===== config.mk =====
export PLATFORM = sky130hd
export DESIGN_NAME = contour_seed_cell_sweep
export DESIGN_NICKNAME = d
export VERILOG_FILES = /design/src/rtl/cssweep_pkg.sv /design/src/rtl/contour_seed_cell_sweep.sv /design/src/rtl/cssweep_eval.sv /design/src/rtl/cssweep_seed.sv
export SDC_FILE = /design/constraint.sdc
export NUM_CORES = 1
export LEC_CHECK = 0
export BUFFER_PORTS_ARGS = -buffer_cell sky130_fd_sc_hd__buf_4
export CORE_ASPECT_RATIO = 0.5
export CORE_MARGIN = 2
export CORE_UTILIZATION = 28
export CTS_CLUSTER_DIAMETER = 200
export DETAILED_ROUTE_END_ITERATION = 8
export HOLD_SLACK_MARGIN = 0.08
export PLACE_DENSITY = 0.51
export SKIP_LAST_GASP = 1
export SLEW_MARGIN = 20
export SYNTH_ARGS = -nofsm -noshare
export SYNTH_HDL_FRONTEND = slang
export SYNTH_SLANG_ARGS = --single-unit

===== constraint.sdc =====
create_clock -name clk_i -period 7.1 [get_ports clk_i]
set_input_delay 1.065 -clock clk_i [delete_from_list [all_inputs] [get_ports clk_i]]
set_output_delay 1.065 -clock clk_i [all_outputs]
set_load 0.01 [all_outputs]

===== src/rtl/cssweep_pkg.sv =====
`default_nettype none
package cssweep_pkg;

  // Sign of a difference, taken from a compare of the two samples.
  typedef struct packed {
    logic pos;
    logic neg;
  } sgn_t;

  // Per-cell control that travels from the evaluation logic to the seed logic.
  typedef struct packed {
    logic have;
    logic first_column;
    logic column_start;
  } cell_ctl_t;

  typedef enum logic {
    ACT_NEW   = 1'b0,
    ACT_WIDEN = 1'b1
  } action_e;

  function automatic logic sgn_zero(input sgn_t a);
    return !a.pos && !a.neg;
  endfunction

  // True when a equals the negation of b. Two zero signs count as opposed.
  function automatic logic sgn_opposed(input sgn_t a, input sgn_t b);
    return (a.pos && b.neg) || (a.neg && b.pos) || (sgn_zero(a) && sgn_zero(b));
  endfunction

  function automatic logic sgn_same(input sgn_t a, input sgn_t b);
    return (a.pos == b.pos) && (a.neg == b.neg);
  endfunction

endpackage
`default_nettype wire


===== src/rtl/contour_seed_cell_sweep.sv =====
// Seed selection for contour extraction over a 2D grid walked column by column: each input
// beat is one cell with its four corner samples, its linear index and its position flags, and
// each cell yields at most one output beat, either a new seed (action 0, numbered by an internal
// seed counter that wraps) or a widening of the seed opened by the cell just below (action 1,
// cell_id 0), carrying the min and max of the edge value ranges the cell contributes. The block
// takes one beat per cycle while the output side is not stalled: a cell sits in an input
// register while the sign compares and min/max selection run, and its result lands in an output
// register. Cells that contribute no range produce no output beat. Stall on the output side holds
// the output register and, through it, the input register; the input stall is raised only
// while both are full.
`default_nettype none
module contour_seed_cell_sweep #(
  parameter int SAMPLE_BITS = 16,
  parameter int INDEX_BITS  = 20
) (
  input  wire logic                          clk_i,
  input  wire logic                          rst_ni,
  input  wire logic                          in_valid_i,
  output logic                               in_stall_o,
  input  wire logic signed [SAMPLE_BITS-1:0] corner_low_left_i,
  input  wire logic signed [SAMPLE_BITS-1:0] corner_low_right_i,
  input  wire logic signed [SAMPLE_BITS-1:0] corner_up_left_i,
  input  wire logic signed [SAMPLE_BITS-1:0] corner_up_right_i,
  input  wire logic [INDEX_BITS-1:0]         cell_number_i,
  input  wire logic                          column_start_i,
  input  wire logic                          first_column_i,
  input  wire logic                          last_row_i,
  output logic                               out_valid_o,
  input  wire logic                          out_stall_i,
  output logic                               action_o,
  output logic [INDEX_BITS-1:0]              seed_number_o,
  output logic [INDEX_BITS-1:0]              cell_id_o,
  output logic signed [SAMPLE_BITS-1:0]      range_low_o,
  output logic signed [SAMPLE_BITS-1:0]      range_high_o
);
  import cssweep_pkg::*;

  // Input register holding the cell currently being evaluated.
  logic                          s1_valid_q, s1_valid_d;
  logic signed [SAMPLE_BITS-1:0] ll_q, lr_q, ul_q, ur_q;
  logic [INDEX_BITS-1:0]         cell_q;
  logic                          column_start_q, first_column_q, last_row_q;

  logic                          out_free;
  logic                          step;
  logic                          in_take;
  cell_ctl_t                     ctl;
  logic signed [SAMPLE_BITS-1:0] lo, hi;

  // The cell in the input register moves on (and updates the sweep state) whenever the output
  // register can take its result, even if the cell turns out to produce none.
  assign step       = s1_valid_q && out_free;
  assign in_stall_o = s1_valid_q && !out_free;
  assign in_take    = in_valid_i && !in_stall_o;

  always_comb begin
    s1_valid_d = s1_valid_q;
    if (in_take) begin
      s1_valid_d = 1'b1;
    end else if (step) begin
      s1_valid_d = 1'b0;
    end
  end

  always_ff @(posedge clk_i or negedge rst_ni) begin
    if (!rst_ni) begin
      s1_valid_q <= 1'b0;
    end else begin
      s1_valid_q <= s1_valid_d;
    end
  end

  always_ff @(posedge clk_i) begin
    if (in_take) begin
      ll_q           <= corner_low_left_i;
      lr_q           <= corner_low_right_i;
      ul_q           <= corner_up_left_i;
      ur_q           <= corner_up_right_i;
      cell_q         <= cell_number_i;
      column_start_q <= column_start_i;
      first_column_q <= first_column_i;
      last_row_q     <= last_row_i;
    end
  end

  // Gradient sign tests, the keep-flat flag and the range collection.
  cssweep_eval #(
    .SAMPLE_BITS(SAMPLE_BITS)
  ) u_eval (
    .clk_i         (clk_i),
    .rst_ni        (rst_ni),
    .step_i        (step),
    .ll_i          (ll_q),
    .lr_i          (lr_q),
    .ul_i          (ul_q),
    .ur_i          (ur_q),
    .column_start_i(column_start_q),
    .first_column_i(first_column_q),
    .last_row_i    (last_row_q),
    .ctl_o         (ctl),
    .range_low_o   (lo),
    .range_high_o  (hi)
  );

  // Pending-seed link, seed counter and the output register.
  cssweep_seed #(
    .SAMPLE_BITS(SAMPLE_BITS),
    .INDEX_BITS (INDEX_BITS)
  ) u_seed (
    .clk_i        (clk_i),
    .rst_ni       (rst_ni),
    .step_i       (step),
    .ctl_i        (ctl),
    .cell_i       (cell_q),
    .lo_i         (lo),
    .hi_i         (hi),
    .free_o       (out_free),
    .out_valid_o  (out_valid_o),
    .out_stall_i  (out_stall_i),
    .action_o     (action_o),
    .seed_number_o(seed_number_o),
    .cell_id_o    (cell_id_o),
    .range_low_o  (range_low_o),
    .range_high_o (range_high_o)
  );

endmodule
`default_nettype wire


===== src/rtl/cssweep_eval.sv =====
`default_nettype none
module cssweep_eval #(
  parameter int SAMPLE_BITS = 16
) (
  input  wire logic                          clk_i,
  input  wire logic                          rst_ni,
  input  wire logic                          step_i,
  input  wire logic signed [SAMPLE_BITS-1:0] ll_i,
  input  wire logic signed [SAMPLE_BITS-1:0] lr_i,
  input  wire logic signed [SAMPLE_BITS-1:0] ul_i,
  input  wire logic signed [SAMPLE_BITS-1:0] ur_i,
  input  wire logic                          column_start_i,
  input  wire logic                          first_column_i,
  input  wire logic                          last_row_i,
  output cssweep_pkg::cell_ctl_t             ctl_o,
  output logic signed [SAMPLE_BITS-1:0]      range_low_o,
  output logic signed [SAMPLE_BITS-1:0]      range_high_o
);
  import cssweep_pkg::*;

  logic keep_flat_q;
  logic keep_flat_d;

  sgn_t sx, sya, syb, sx2;

  logic signed [SAMPLE_BITS-1:0] left_mn, left_mx;
  logic signed [SAMPLE_BITS-1:0] bot_mn, bot_mx;
  logic signed [SAMPLE_BITS-1:0] top_mn, top_mx;
  logic signed [SAMPLE_BITS-1:0] lo, hi;
  logic                          have;
  logic                          kf;

  function automatic sgn_t sgn_of(input logic signed [SAMPLE_BITS-1:0] a,
                                  input logic signed [SAMPLE_BITS-1:0] b);
    sgn_t s;
    s.pos = a > b;
    s.neg = a < b;
    return s;
  endfunction

  assign sx  = sgn_of(lr_i, ll_i);
  assign sya = sgn_of(ul_i, ll_i);
  assign syb = sgn_of(ur_i, lr_i);
  assign sx2 = sgn_of(ur_i, ul_i);

  assign left_mn = (ll_i < ul_i) ? ll_i : ul_i;
  assign left_mx = (ll_i < ul_i) ? ul_i : ll_i;
  assign bot_mn  = (ll_i < lr_i) ? ll_i : lr_i;
  assign bot_mx  = (ll_i < lr_i) ? lr_i : ll_i;
  assign top_mn  = (ul_i < ur_i) ? ul_i : ur_i;
  assign top_mx  = (ul_i < ur_i) ? ur_i : ul_i;

  always_comb begin
    have = 1'b0;
    lo   = left_mn;
    hi   = left_mx;
    kf   = column_start_i || keep_flat_q;

    // The left boundary edge counts only when its ends differ.
    if (first_column_i && (ll_i != ul_i)) begin
      have = 1'b1;
    end

    // The bottom edge counts when the gradient turns while still flat.
    if (kf && !(sgn_zero(sya) && sgn_zero(syb)) &&
        (sgn_opposed(sx, sya) || sgn_opposed(sx, syb))) begin
      if (!have) begin
        lo = bot_mn;
        hi = bot_mx;
      end else begin
        if (bot_mn < lo) lo = bot_mn;
        if (bot_mx > hi) hi = bot_mx;
      end
      have = 1'b1;
      kf   = 1'b0;
    end

    if (last_row_i) begin
      if (kf) begin
        if (!have) begin
          lo = top_mn;
          hi = top_mx;
        end else begin
          if (top_mn < lo) lo = top_mn;
          if (top_mx > hi) hi = top_mx;
        end
        have = 1'b1;
      end
    end else if (!kf) begin
      if (!sgn_zero(sx2) && (sgn_same(sx2, sya) || sgn_same(sx2, syb))) begin
        kf = 1'b1;
      end
    end else if (sgn_opposed(sx2, sya) || sgn_opposed(sx2, syb)) begin
      kf = 1'b0;
    end
  end

  assign keep_flat_d = step_i ? kf : keep_flat_q;

  always_ff @(posedge clk_i or negedge rst_ni) begin
    if (!rst_ni) begin
      keep_flat_q <= 1'b1;
    end else begin
      keep_flat_q <= keep_flat_d;
    end
  end

  assign ctl_o.have         = have;
  assign ctl_o.first_column = first_column_i;
  assign ctl_o.column_start = column_start_i;
  assign range_low_o        = lo;
  assign range_high_o       = hi;

endmodule
`default_nettype wire


===== src/rtl/cssweep_seed.sv =====
`default_nettype none
module cssweep_seed #(
  parameter int SAMPLE_BITS = 16,
  parameter int INDEX_BITS  = 20
) (
  input  wire logic                          clk_i,
  input  wire logic                          rst_ni,
  input  wire logic                          step_i,
  input  wire cssweep_pkg::cell_ctl_t        ctl_i,
  input  wire logic [INDEX_BITS-1:0]         cell_i,
  input  wire logic signed [SAMPLE_BITS-1:0] lo_i,
  input  wire logic signed [SAMPLE_BITS-1:0] hi_i,
  output logic                               free_o,
  output logic                               out_valid_o,
  input  wire logic                          out_stall_i,
  output logic                               action_o,
  output logic [INDEX_BITS-1:0]              seed_number_o,
  output logic [INDEX_BITS-1:0]              cell_id_o,
  output logic signed [SAMPLE_BITS-1:0]      range_low_o,
  output logic signed [SAMPLE_BITS-1:0]      range_high_o
);
  import cssweep_pkg::*;

  logic                          pending_valid_q, pending_valid_d;
  logic [INDEX_BITS-1:0]         pending_seed_q, pending_seed_d;
  logic [INDEX_BITS-1:0]         seed_counter_q, seed_counter_d;
  logic                          out_valid_q, out_valid_d;
  action_e                       action_q, action_d;
  logic [INDEX_BITS-1:0]         seed_number_q, seed_number_d;
  logic [INDEX_BITS-1:0]         cell_id_q, cell_id_d;
  logic signed [SAMPLE_BITS-1:0] range_low_q, range_high_q;
  logic                          pv0;

  assign free_o = !out_valid_q || !out_stall_i;

  always_comb begin
    pv0             = pending_valid_q && !ctl_i.column_start;
    pending_valid_d = pending_valid_q;
    pending_seed_d  = pending_seed_q;
    seed_counter_d  = seed_counter_q;
    action_d        = action_q;
    seed_number_d   = seed_number_q;
    cell_id_d       = cell_id_q;
    out_valid_d     = out_valid_q && out_stall_i;

    if (step_i) begin
      out_valid_d = ctl_i.have;
      if (!ctl_i.have) begin
        pending_valid_d = 1'b0;
      end else if (!pv0) begin
        action_d        = ACT_NEW;
        seed_number_d   = seed_counter_q;
        cell_id_d       = cell_i;
        pending_valid_d = !ctl_i.first_column;
        if (!ctl_i.first_column) begin
          pending_seed_d = seed_counter_q;
        end
        seed_counter_d  = seed_counter_q + 1'b1;
      end else begin
        action_d        = ACT_WIDEN;
        seed_number_d   = pending_seed_q;
        cell_id_d       = '0;
        pending_valid_d = 1'b0;
      end
    end
  end

  always_ff @(posedge clk_i or negedge rst_ni) begin
    if (!rst_ni) begin
      pending_valid_q <= 1'b0;
      pending_seed_q  <= '0;
      seed_counter_q  <= '0;
      out_valid_q     <= 1'b0;
    end else begin
      pending_valid_q <= pending_valid_d;
      pending_seed_q  <= pending_seed_d;
      seed_counter_q  <= seed_counter_d;
      out_valid_q     <= out_valid_d;
    end
  end

  always_ff @(posedge clk_i) begin
    action_q      <= action_d;
    seed_number_q <= seed_number_d;
    cell_id_q     <= cell_id_d;
    if (step_i && ctl_i.have) begin
      range_low_q  <= lo_i;
      range_high_q <= hi_i;
    end
  end

  assign out_valid_o   = out_valid_q;
  assign action_o      = action_q;
  assign seed_number_o = seed_number_q;
  assign cell_id_o     = cell_id_q;
  assign range_low_o   = range_low_q;
  assign range_high_o  = range_high_q;

endmodule
`default_nettype wire

==> impl_metrics.ini, run 1 <==
[logic_synthesis]
syn_inst = 1146
ys_top_cells_by_area = edfxtp_1, ha_1, dfrtp_1
synth-main-ff-cell = edfxtp_1
syn_area_um2 = 12400
synth.distinct_cells = 67
syn_avg_cell_area_um2 = 10.8
ys_seq_area_frac = 0.475
yosysTopAreaCell = edfxtp_1
syn_nets = 1363
yosys_warnings = 0
ys_ff_latch = 204
async_reset_ff_frac = 0.216
synth_edf_count = 160
synth_top_cell_area_share = 0.386

[critical_path]
rr_worst_depth = 34
startpoint_type = register
worstPathRequired_ns = 7.47
crit_path_end = u_seed.range_high_o[7]$_DFFE_PP_
cp_max_fo = 8
r2r-end = u_seed.range_high_o[7]$_DFFE_PP_
cp_slowest_cell = edfxtp_1
cp_slowest_stage_delay_ns = 0.51
regToRegSetupSlack_ns = -0.03
r2r_start = ll_q[8]$_DFFE_PP_
crit_path_frequent_cell = ha_1
crit_start = ll_q[8]$_DFFE_PP_
crit_path_end_kind = register
path_class = reg -> reg
cp.arrival_ns = 7.50

[worst_hold_path]
min_path_type = reg -> reg
min_from = u_seed.seed_counter_q[14]$_DFFE_PN0P_

[power_and_ir_drop]
internal_power_mw = 3.21
ir_drop_mv = 0.180
cellPowerDensity_nw_per_um2 = 299
leakage_nw = 7.43
p_sw_frac = 0.354
switching_power_mw = 1.76
power_frac_seq = 0.336
power_frac_clock = 0.230
pwr-share-comb = 0.433

[clocking]
path_clk_slew_ns = 0.06
clock-root-buffer = clkbuf_16
cts_max_level = 1
cts_buffers = 22
cts_hold_buffers = 0
clock-sinks = 204
clock_latency_ns = 0.56
cts_tree = built
cts_buffer_depth = 3

[place]
routabilityCongestion = 0.922
placed_area_um2 = 15400
hpwl_um = 32400
dp_slack_ns = -0.942
portBuffers = 165

[timing]
rsz0062_at_grt = yes
setup_viol = 8
hold_ws_ns = 0.488
hold_violations = 0
slew_viol_final = 0
fin_skew_ns = 0.0325
fin_setup_tns_ns = -0.108
clock.fmax_ghz = 0.140
fin_crit_ns = 7.13
fin_crit_sh = 1.00
relSlewSlack = 0.331
tightest_slew_ns = 1.00
worst_slack_ns = -0.0300

[detailed_routing]
drtAntennaViolNets = 0
drtIter0Drc = 890
drt_first_pass_iters = 5
drc = 0
wl_um = 40800
vias_per_cell = 4.89
wl_per_cell_um = 19.8
vias = 10079

[finish]
layout_common_cells = buf_4, edfxtp_1, ha_1, inv_1, nor2_1
multi_input_area_um2 = 6360
postLayoutCoreUtil = 0.380
areaGrowthSynthToFinish_pct = 33.6
fillers = 4313
layout_commonest_cell = buf_4
final_area_um2 = 16600
fin_nets = 1673
diodes = 0
drive_gt1_frac = 0.325
regArea_um2 = 5910

[grt]
met2_usage = 0.270
grt_pass1_wl_um = 61200
grt_pass1_vias = 10124
grt_usage = 0.175
grt.overflow.total = 0
use_met3 = 0.0371
grt_busiest_layer = met2
grt_max_degree = 49
antenna_found_initial = 0
grtUsageMet1 = 0.252

[floorplanning]
num_io_pins = 166
dieArea_um2 = 46200
initial_core_util = 0.284
die_y_um = 153
row_count = 54
die_x_um = 302
core-area_um2 = 43700

[outcome]
status = finished with violations
violations = setup timing

[flow_run]
maxCapViolCount = 0
[cell type report]
cell class | instances | share of cell area
multi-input combinational | 807 | 0.383
sequential | 204 | 0.355
timing repair buffer | 319 | 0.151
tap | 588 | 0.0443
clock buffer | 25 | 0.0344
inverter | 102 | 0.0235
clock inverter | 15 | 0.00843
[Yosys cell counts, types with 3 or more instances]
cell,count
edfxtp_1,160
ha_1,126
inv_1,101
a21oi_1,98
nor2_1,95
o21ai_0,53
mux2_2,50
nand2_1,47
mux2i_1,44
dfrtp_1,43
nand4_1,42
nor2b_1,31
nand3_1,25
a21o_1,23
clkbuf_1,20
nand2b_1,19
xnor2_1,17
nor3_1,14
o21a_1,9
and2_1,8
buf_1,8
a211oi_1,7
a31oi_1,7
mux2_4,7
and3_1,6
o211ai_1,6
nor4_1,5
a211o_1,4
and4_1,4
buf_2,4
o31ai_1,4
or2_2,4
or3_1,4
a31o_2,3
o21bai_1,3
or4_1,3
xor2_1,3
[state kept, by name, summed over array words and instances, names as in the netlist]
name,count
s1_valid_q,1
ul_q,16
u_seed.cell_id_o,20
cell_q,20
lr_q,16
u_seed.action_o,1
column_start_q,1
last_row_q,1
ur_q,16
u_seed.out_valid_o,1
first_column_q,1
ll_q,16
u_eval.keep_flat_q,1
u_seed.range_low_o,16
u_seed.pending_valid_q,1
u_seed.pending_seed_q,20
u_seed.seed_number_o,20
u_seed.seed_counter_q,20
u_seed.range_high_o,16
[critical path: cells and delay by family (launching register included)]
family	cells	cell delay, ns
AOI/OAI and AO/OA	17	3.04
and+or+nand+nor	8	1.53
adders and majority gates	3	0.93
buffers and inverters	5	0.66
DFF	1	0.51
muxes	1	0.24
[timing repair]
action                     in CTS  in global routing
setup endpoints to repair      32                 32
gates resized for setup        22                 38
setup buffers                  10                 14
pin swaps                      10                 18
gates cloned                    1                  0
[cell families (layout without fill, tap and decap cells)]
group,count (synthesis),after routing,share of synthesized area
fa+ha+maj,126,126,0.127
flops,204,204,0.475
xor+xnor,20,20,0.0141
compound gates,242,242,0.123
mux,101,101,0.0892
buf+inv,136,461,0.0427
simple gates,317,318,0.130
[per-layer routing]
metal  up-vias  share of wire
met4         0          0.018
li1       4854              -
met3        50          0.058
met1      4920           0.48
met2       255           0.45
met5         -              0
[through the flow]
step,power [mW],std cells
after floorplan,2.87,1146
after global placement,3.70,1993
after detailed placement,3.75,1995
after CTS,4.97,2046
after global routing,5.30,2060
final,4.97,2060
[power groups by stage]
stage	clock [mW]	sequential, mW	combinational [mW]
after floorplan	0	1.73	1.14
after global placement	0	1.69	2.01
after detailed placement	0	1.69	2.05
after CTS	1.18	1.67	2.11
after global routing	1.23	1.69	2.37
final	1.15	1.67	2.15
[how the worst min path moves through the flow]
stage | depth (start not counted) | endpoint
after floorplan | 1 | u_seed.pending_valid_q$_DFFE_PN0P_
after global placement | 1 | u_seed.pending_valid_q$_DFFE_PN0P_
after detailed placement | 1 | u_seed.pending_valid_q$_DFFE_PN0P_
after CTS | 1 | u_seed.seed_counter_q[14]$_DFFE_PN0P_
after global routing | 1 | u_seed.seed_counter_q[19]$_DFFE_PN0P_
final | 1 | u_seed.seed_counter_q[14]$_DFFE_PN0P_
Power figures use the tool's default switching activity.
==> inputs of run 2 (changes only) <==
--- a/config.mk
+++ b/config.mk
@@ -13,6 +13,7 @@
 export DETAILED_ROUTE_END_ITERATION = 8
 export HOLD_SLACK_MARGIN = 0.08
 export PLACE_DENSITY = 0.51
+export SKIP_CTS_REPAIR_TIMING = 1
 export SKIP_LAST_GASP = 1
 export SLEW_MARGIN = 20
 export SYNTH_ARGS = -nofsm -noshare
==> impl_metrics.ini, run 2 (synthesis results as in run 1) <==
[outcome]
status = finished with violations
violations = setup timing

[detailed_routing]
vias_per_cell = 4.90
drtAntennaViolNets = 0
vias = 10126
drc = 0
drt_first_pass_iters = 5
wl_per_cell_um = 20.0
drtIter0Drc = 892
wl_um = 41300

[timing]
worst_slack_ns = -0.0223
clock.fmax_ghz = 0.140
relSlewSlack = 0.335
fin_crit_ns = 7.12
slew_viol_final = 0
hold_violations = 0
tightest_slew_ns = 0.997
fin_skew_ns = 0.0311
fin_crit_sh = 1.00
hold_ws_ns = 0.489
setup_viol = 8
rsz0062_at_grt = yes
fin_setup_tns_ns = -0.0799

[critical_path]
cp_slowest_stage_delay_ns = 0.50
worstPathRequired_ns = 7.48
crit_family = compound AO/OA/AOI/OAI gates
regToRegSetupSlack_ns = -0.02
startpoint_type = register
cp.arrival_ns = 7.51
path_buf_inv = 5
crit_path_end_kind = register
rr_worst_depth = 33
cp_slowest_cell = edfxtp_1
cp_max_fo = 12
r2r_start = ll_q[15]$_DFFE_PP_
path_class = reg -> reg
r2r-end = u_seed.range_high_o[8]$_DFFE_PP_

[finish]
multi_input_area_um2 = 6520
fin_cells = 2066
fillers = 4306
layout_commonest_cell = buf_4
fin_nets = 1679
regArea_um2 = 5910
final_area_um2 = 16800
areaGrowthSynthToFinish_pct = 35.4
drive_gt1_frac = 0.346
layout_common_cells = buf_4, edfxtp_1, ha_1, inv_1, nor2_1
diodes = 0

[worst_hold_path]
min_path_type = reg -> reg
holdPathEnd = u_seed.seed_counter_q[14]$_DFFE_PN0P_
hold_depth = 1
min_from = u_seed.seed_counter_q[14]$_DFFE_PN0P_

[floorplanning]
die_x_um = 302
core-area_um2 = 43700
row_count = 54
initial_core_util = 0.284
dieArea_um2 = 46200
num_io_pins = 166
die_y_um = 153

[power_and_ir_drop]
ir_drop_mv = 0.179
leakage_nw = 7.49
cellPowerDensity_nw_per_um2 = 301

[clocking]
clock_latency_ns = 0.55
path_clk_slew_ns = 0.07
cts_tree = built
cts_buffers = 22
clock-root-buffer = clkbuf_16
cts_max_level = 1
clock-sinks = 204
cts_buffer_depth = 3

[place]
hpwl_um = 32400
routabilityCongestion = 0.922
portBuffers = 165
placed_area_um2 = 15400
dp_cells = 1995

[grt]
grt_usage = 0.172
grt_max_degree = 49
grt.overflow.total = 0
grt_pass1_vias = 9986
grt_pass1_wl_um = 60500
antenna_found_initial = 0

[flow_run]
maxCapViolCount = 0
==> run 2: cell types whose count changed in the layout (fill, tap and decap cells not counted), moves of 3 or more <==
cell     previous run  this run
ha_1              116       113
o21ai_0            50        45
o21ai_1             2         6
a21oi_2            11        21
a21oi_4             3         6
a21oi_1            84        71
==> run 2: routing by layer <==
metal / GRT usage / wire length [um] / vias to the layer above
met2: 0.266 / 18400 / 226
li1: - / - / 4865
met1: 0.248 / 19900 / 4985
met4: 0.0330 / 676 / 0
met5: 0 / 0 / -
met3: 0.0382 / 2300 / 50
==> run 2: area by class of cell <==
class | count | area share
flip-flops and latches | 204 | 0.351
clock buffers | 25 | 0.0340
multi-input cells | 808 | 0.387
well taps | 588 | 0.0437
clock inverters | 15 | 0.00833
repair inverters | 1 | 0.000520
inverters | 102 | 0.0235
repair buffers | 323 | 0.152
==> run 2: through the flow <==
step / utilization / setup slack (ns) / total power [mW]
floorplan: - / 0.0282 / 2.87
global placement: 0.350 / -0.871 / 3.70
detailed placement: 0.352 / -0.942 / 3.75
CTS: 0.368 / -1.00 / 4.92
global route: 0.385 / -0.298 / 5.39
finish: 0.385 / -0.0223 / 5.07
==> run 2: worst max path at each step <==
stage | startpoint | endpoint | depth (start not counted)
2_1_floorplan | ul_q[7]$_DFFE_PP_ | u_seed.range_high_o[10]$_DFFE_PP_ | 35
5_1_grt | ll_q[13]$_DFFE_PP_ | u_seed.range_high_o[7]$_DFFE_PP_ | 35
6_report | ll_q[15]$_DFFE_PP_ | u_seed.range_high_o[8]$_DFFE_PP_ | 33
3_3_place_gp | lr_q[11]$_DFFE_PP_ | u_seed.range_high_o[1]$_DFFE_PP_ | 32
3_5_place_dp | lr_q[11]$_DFFE_PP_ | u_seed.range_high_o[1]$_DFFE_PP_ | 32
4_1_cts | lr_q[11]$_DFFE_PP_ | u_seed.range_high_o[8]$_DFFE_PP_ | 32
==> run 2: worst register-to-register path, delay by kind of cell, from the launching register on <==
| family | cells | cell delay, ns |
|---|---|---|
| AOI/OAI and AO/OA | 14 | 2.74 |
| and+or+nand+nor | 9 | 1.60 |
| adders and majority gates | 3 | 0.79 |
| buffers and inverters | 5 | 0.79 |
| muxes | 2 | 0.55 |
| DFF | 1 | 0.50 |
==> run 2: power by group <==
part	leakage, nW	switching, mW	internal [mW]
sequential	2.14	0.111	1.56
combinational	5.02	1.17	1.08
clock	0.332	0.521	0.626
==> inputs of run 3 (changes only) <==
--- a/config.mk
+++ b/config.mk
@@ -6,11 +6,11 @@
 export NUM_CORES = 1
 export LEC_CHECK = 0
 export BUFFER_PORTS_ARGS = -buffer_cell sky130_fd_sc_hd__buf_4
-export CORE_ASPECT_RATIO = 0.5
 export CORE_MARGIN = 2
 export CORE_UTILIZATION = 28
 export CTS_CLUSTER_DIAMETER = 200
 export DETAILED_ROUTE_END_ITERATION = 8
+export GPL_TIMING_DRIVEN = 0
 export HOLD_SLACK_MARGIN = 0.08
 export PLACE_DENSITY = 0.51
 export SKIP_CTS_REPAIR_TIMING = 1
==> impl_metrics.ini, run 3 (synthesis results as in run 1) <==
[finish]
fin_nets = 1610
postLayoutCoreUtil = 0.369
diodes = 0
final_area_um2 = 16300
layout_common_cells = buf_4, edfxtp_1, ha_1, inv_1, nor2_1
areaGrowthSynthToFinish_pct = 30.8
layout_commonest_cell = buf_4
drive_gt1_frac = 0.285
fin_cells = 2000
fillers = 4388

[grt]
antenna_found_initial = 0
grt_pass1_vias = 9653
grt_usage = 0.165
grt_pass1_wl_um = 57700
grt.overflow.total = 0
grt_max_degree = 54

[critical_path]
r2r_start = ul_q[7]$_DFFE_PP_
startpoint_type = register
cp_slowest_stage_delay_ns = 0.59
crit_path_end_kind = register
cp_max_fo = 8
rr_worst_depth = 36
path_class = reg -> reg
r2r-end = u_seed.range_high_o[13]$_DFFE_PP_
crit_path_end = u_seed.range_high_o[13]$_DFFE_PP_
regToRegSetupSlack_ns = -0.81
crit_start = ul_q[7]$_DFFE_PP_
crit_path_frequent_cell = buf_12
cp_slowest_cell = or4_4
cp.arrival_ns = 8.30
worstPathRequired_ns = 7.49

[clocking]
clock_latency_ns = 0.55
path_clk_slew_ns = 0.06
cts_buffer_depth = 3
cts_buffers = 24
cts_tree = built
cts_max_level = 1
clock-sinks = 204
clock-root-buffer = clkbuf_16

[detailed_routing]
wl_per_cell_um = 19.6
wl_um = 39300
drtIter0Drc = 562
drtAntennaViolNets = 0
vias = 9667
drc = 0
drt_first_pass_iters = 7
vias_per_cell = 4.83

[floorplanning]
core-area_um2 = 44000
die_x_um = 215
die_y_um = 215
dieArea_um2 = 46100
initial_core_util = 0.282
row_count = 77
num_io_pins = 166

[power_and_ir_drop]
cellPowerDensity_nw_per_um2 = 311
leakage_nw = 7.11
power_mw = 5.06
ir_drop_mv = 0.196

[place]
portBuffers = 165
hpwl_um = 29800
routabilityCongestion = 0.922
dp_slack_ns = -1.96
placed_area_um2 = 14600
dp_cells = 1908

[timing]
setup_viol = 32
hold_violations = 0
tightest_slew_ns = 1.03
slew_viol_final = 0
rsz0062_at_grt = yes
fin_crit_ns = 7.91
relSlewSlack = 0.313
fin_skew_ns = 0.0240
worst_slack_ns = -0.813
fin_crit_sh = 1.11
clock.fmax_ghz = 0.126

[outcome]
status = finished with violations
violations = setup timing

[flow_run]
maxCapViolCount = 0

[worst_hold_path]
hold_depth = 1
min_path_type = reg -> reg
-- run 3: cell types whose count changed in the layout (fill, tap and decap cells not counted), sizes merged, moves of 2 or more --
cell	change
inv	-2
clkbuf	+26
clkinvlp	-2
buf	-91
-- run 3: area by class of cell --
cell class | count | area (um2) | area share
Multi-Input combinational cell | 806 | 6410 | 0.394
Sequential cell | 204 | 5910 | 0.363
Timing Repair Buffer | 221 | 1820 | 0.112
Tap cell | 592 | 741 | 0.0455
Clock buffer | 29 | 619 | 0.0381
Inverter | 102 | 395 | 0.0243
Buffer | 33 | 243 | 0.0149
Clock inverter | 12 | 120 | 0.00739
Timing Repair inverter | 1 | 8.76 | 0.000539
-- run 3: layer usage --
metal | GRT usage | vias to the layer above | routed length, um
li1 | - | 4711 | -
met1 | 0.227 | 4654 | 18300
met2 | 0.270 | 245 | 17900
met3 | 0.0224 | 57 | 2050
met4 | 0.0470 | 0 | 972
met5 | 0 | - | 0
-- run 3: worst max-delay path: cells and delay by family (launching register included) --
family	cells	cell delay [ns]
adders and majority gates	3	0.69
muxes	2	0.50
buffers and inverters	7	0.92
and+or+nand+nor	9	2.06
DFF	1	0.53
AOI/OAI and AO/OA	15	3.00
-- run 3: where the power goes --
group	switching (mW)	leakage, nW	total (mW)	internal [mW]
logic	1.18	4.62	2.20	1.02
clock network	0.490	0.353	1.18	0.689
registers	0.120	2.14	1.68	1.56
-- run 3: worst min-delay path by stage --
stage,from,endpoint,slack [ns]
2_1_floorplan,u_seed.pending_valid_q$_DFFE_PN0P_,u_seed.pending_valid_q$_DFFE_PN0P_,0.44
3_3_place_gp,u_seed.pending_valid_q$_DFFE_PN0P_,u_seed.pending_valid_q$_DFFE_PN0P_,0.45
3_5_place_dp,u_seed.pending_valid_q$_DFFE_PN0P_,u_seed.pending_valid_q$_DFFE_PN0P_,0.46
4_1_cts,u_seed.pending_valid_q$_DFFE_PN0P_,u_seed.pending_valid_q$_DFFE_PN0P_,0.47
5_1_grt,u_seed.pending_valid_q$_DFFE_PN0P_,u_seed.pending_valid_q$_DFFE_PN0P_,0.49
6_report,u_seed.pending_valid_q$_DFFE_PN0P_,u_seed.pending_valid_q$_DFFE_PN0P_,0.47
-- run 3: metrics by stage --
| stage | setup TNS (ns) | hold WS, ns |
|---|---|---|
| floorplan | 0 | 0.442 |
| global placement | -221.21 | 0.452 |
| detailed placement | -43.03 | 0.458 |
| CTS | -44.50 | 0.471 |
| global route | -22.54 | 0.488 |
| finish | -14.39 | 0.466 |
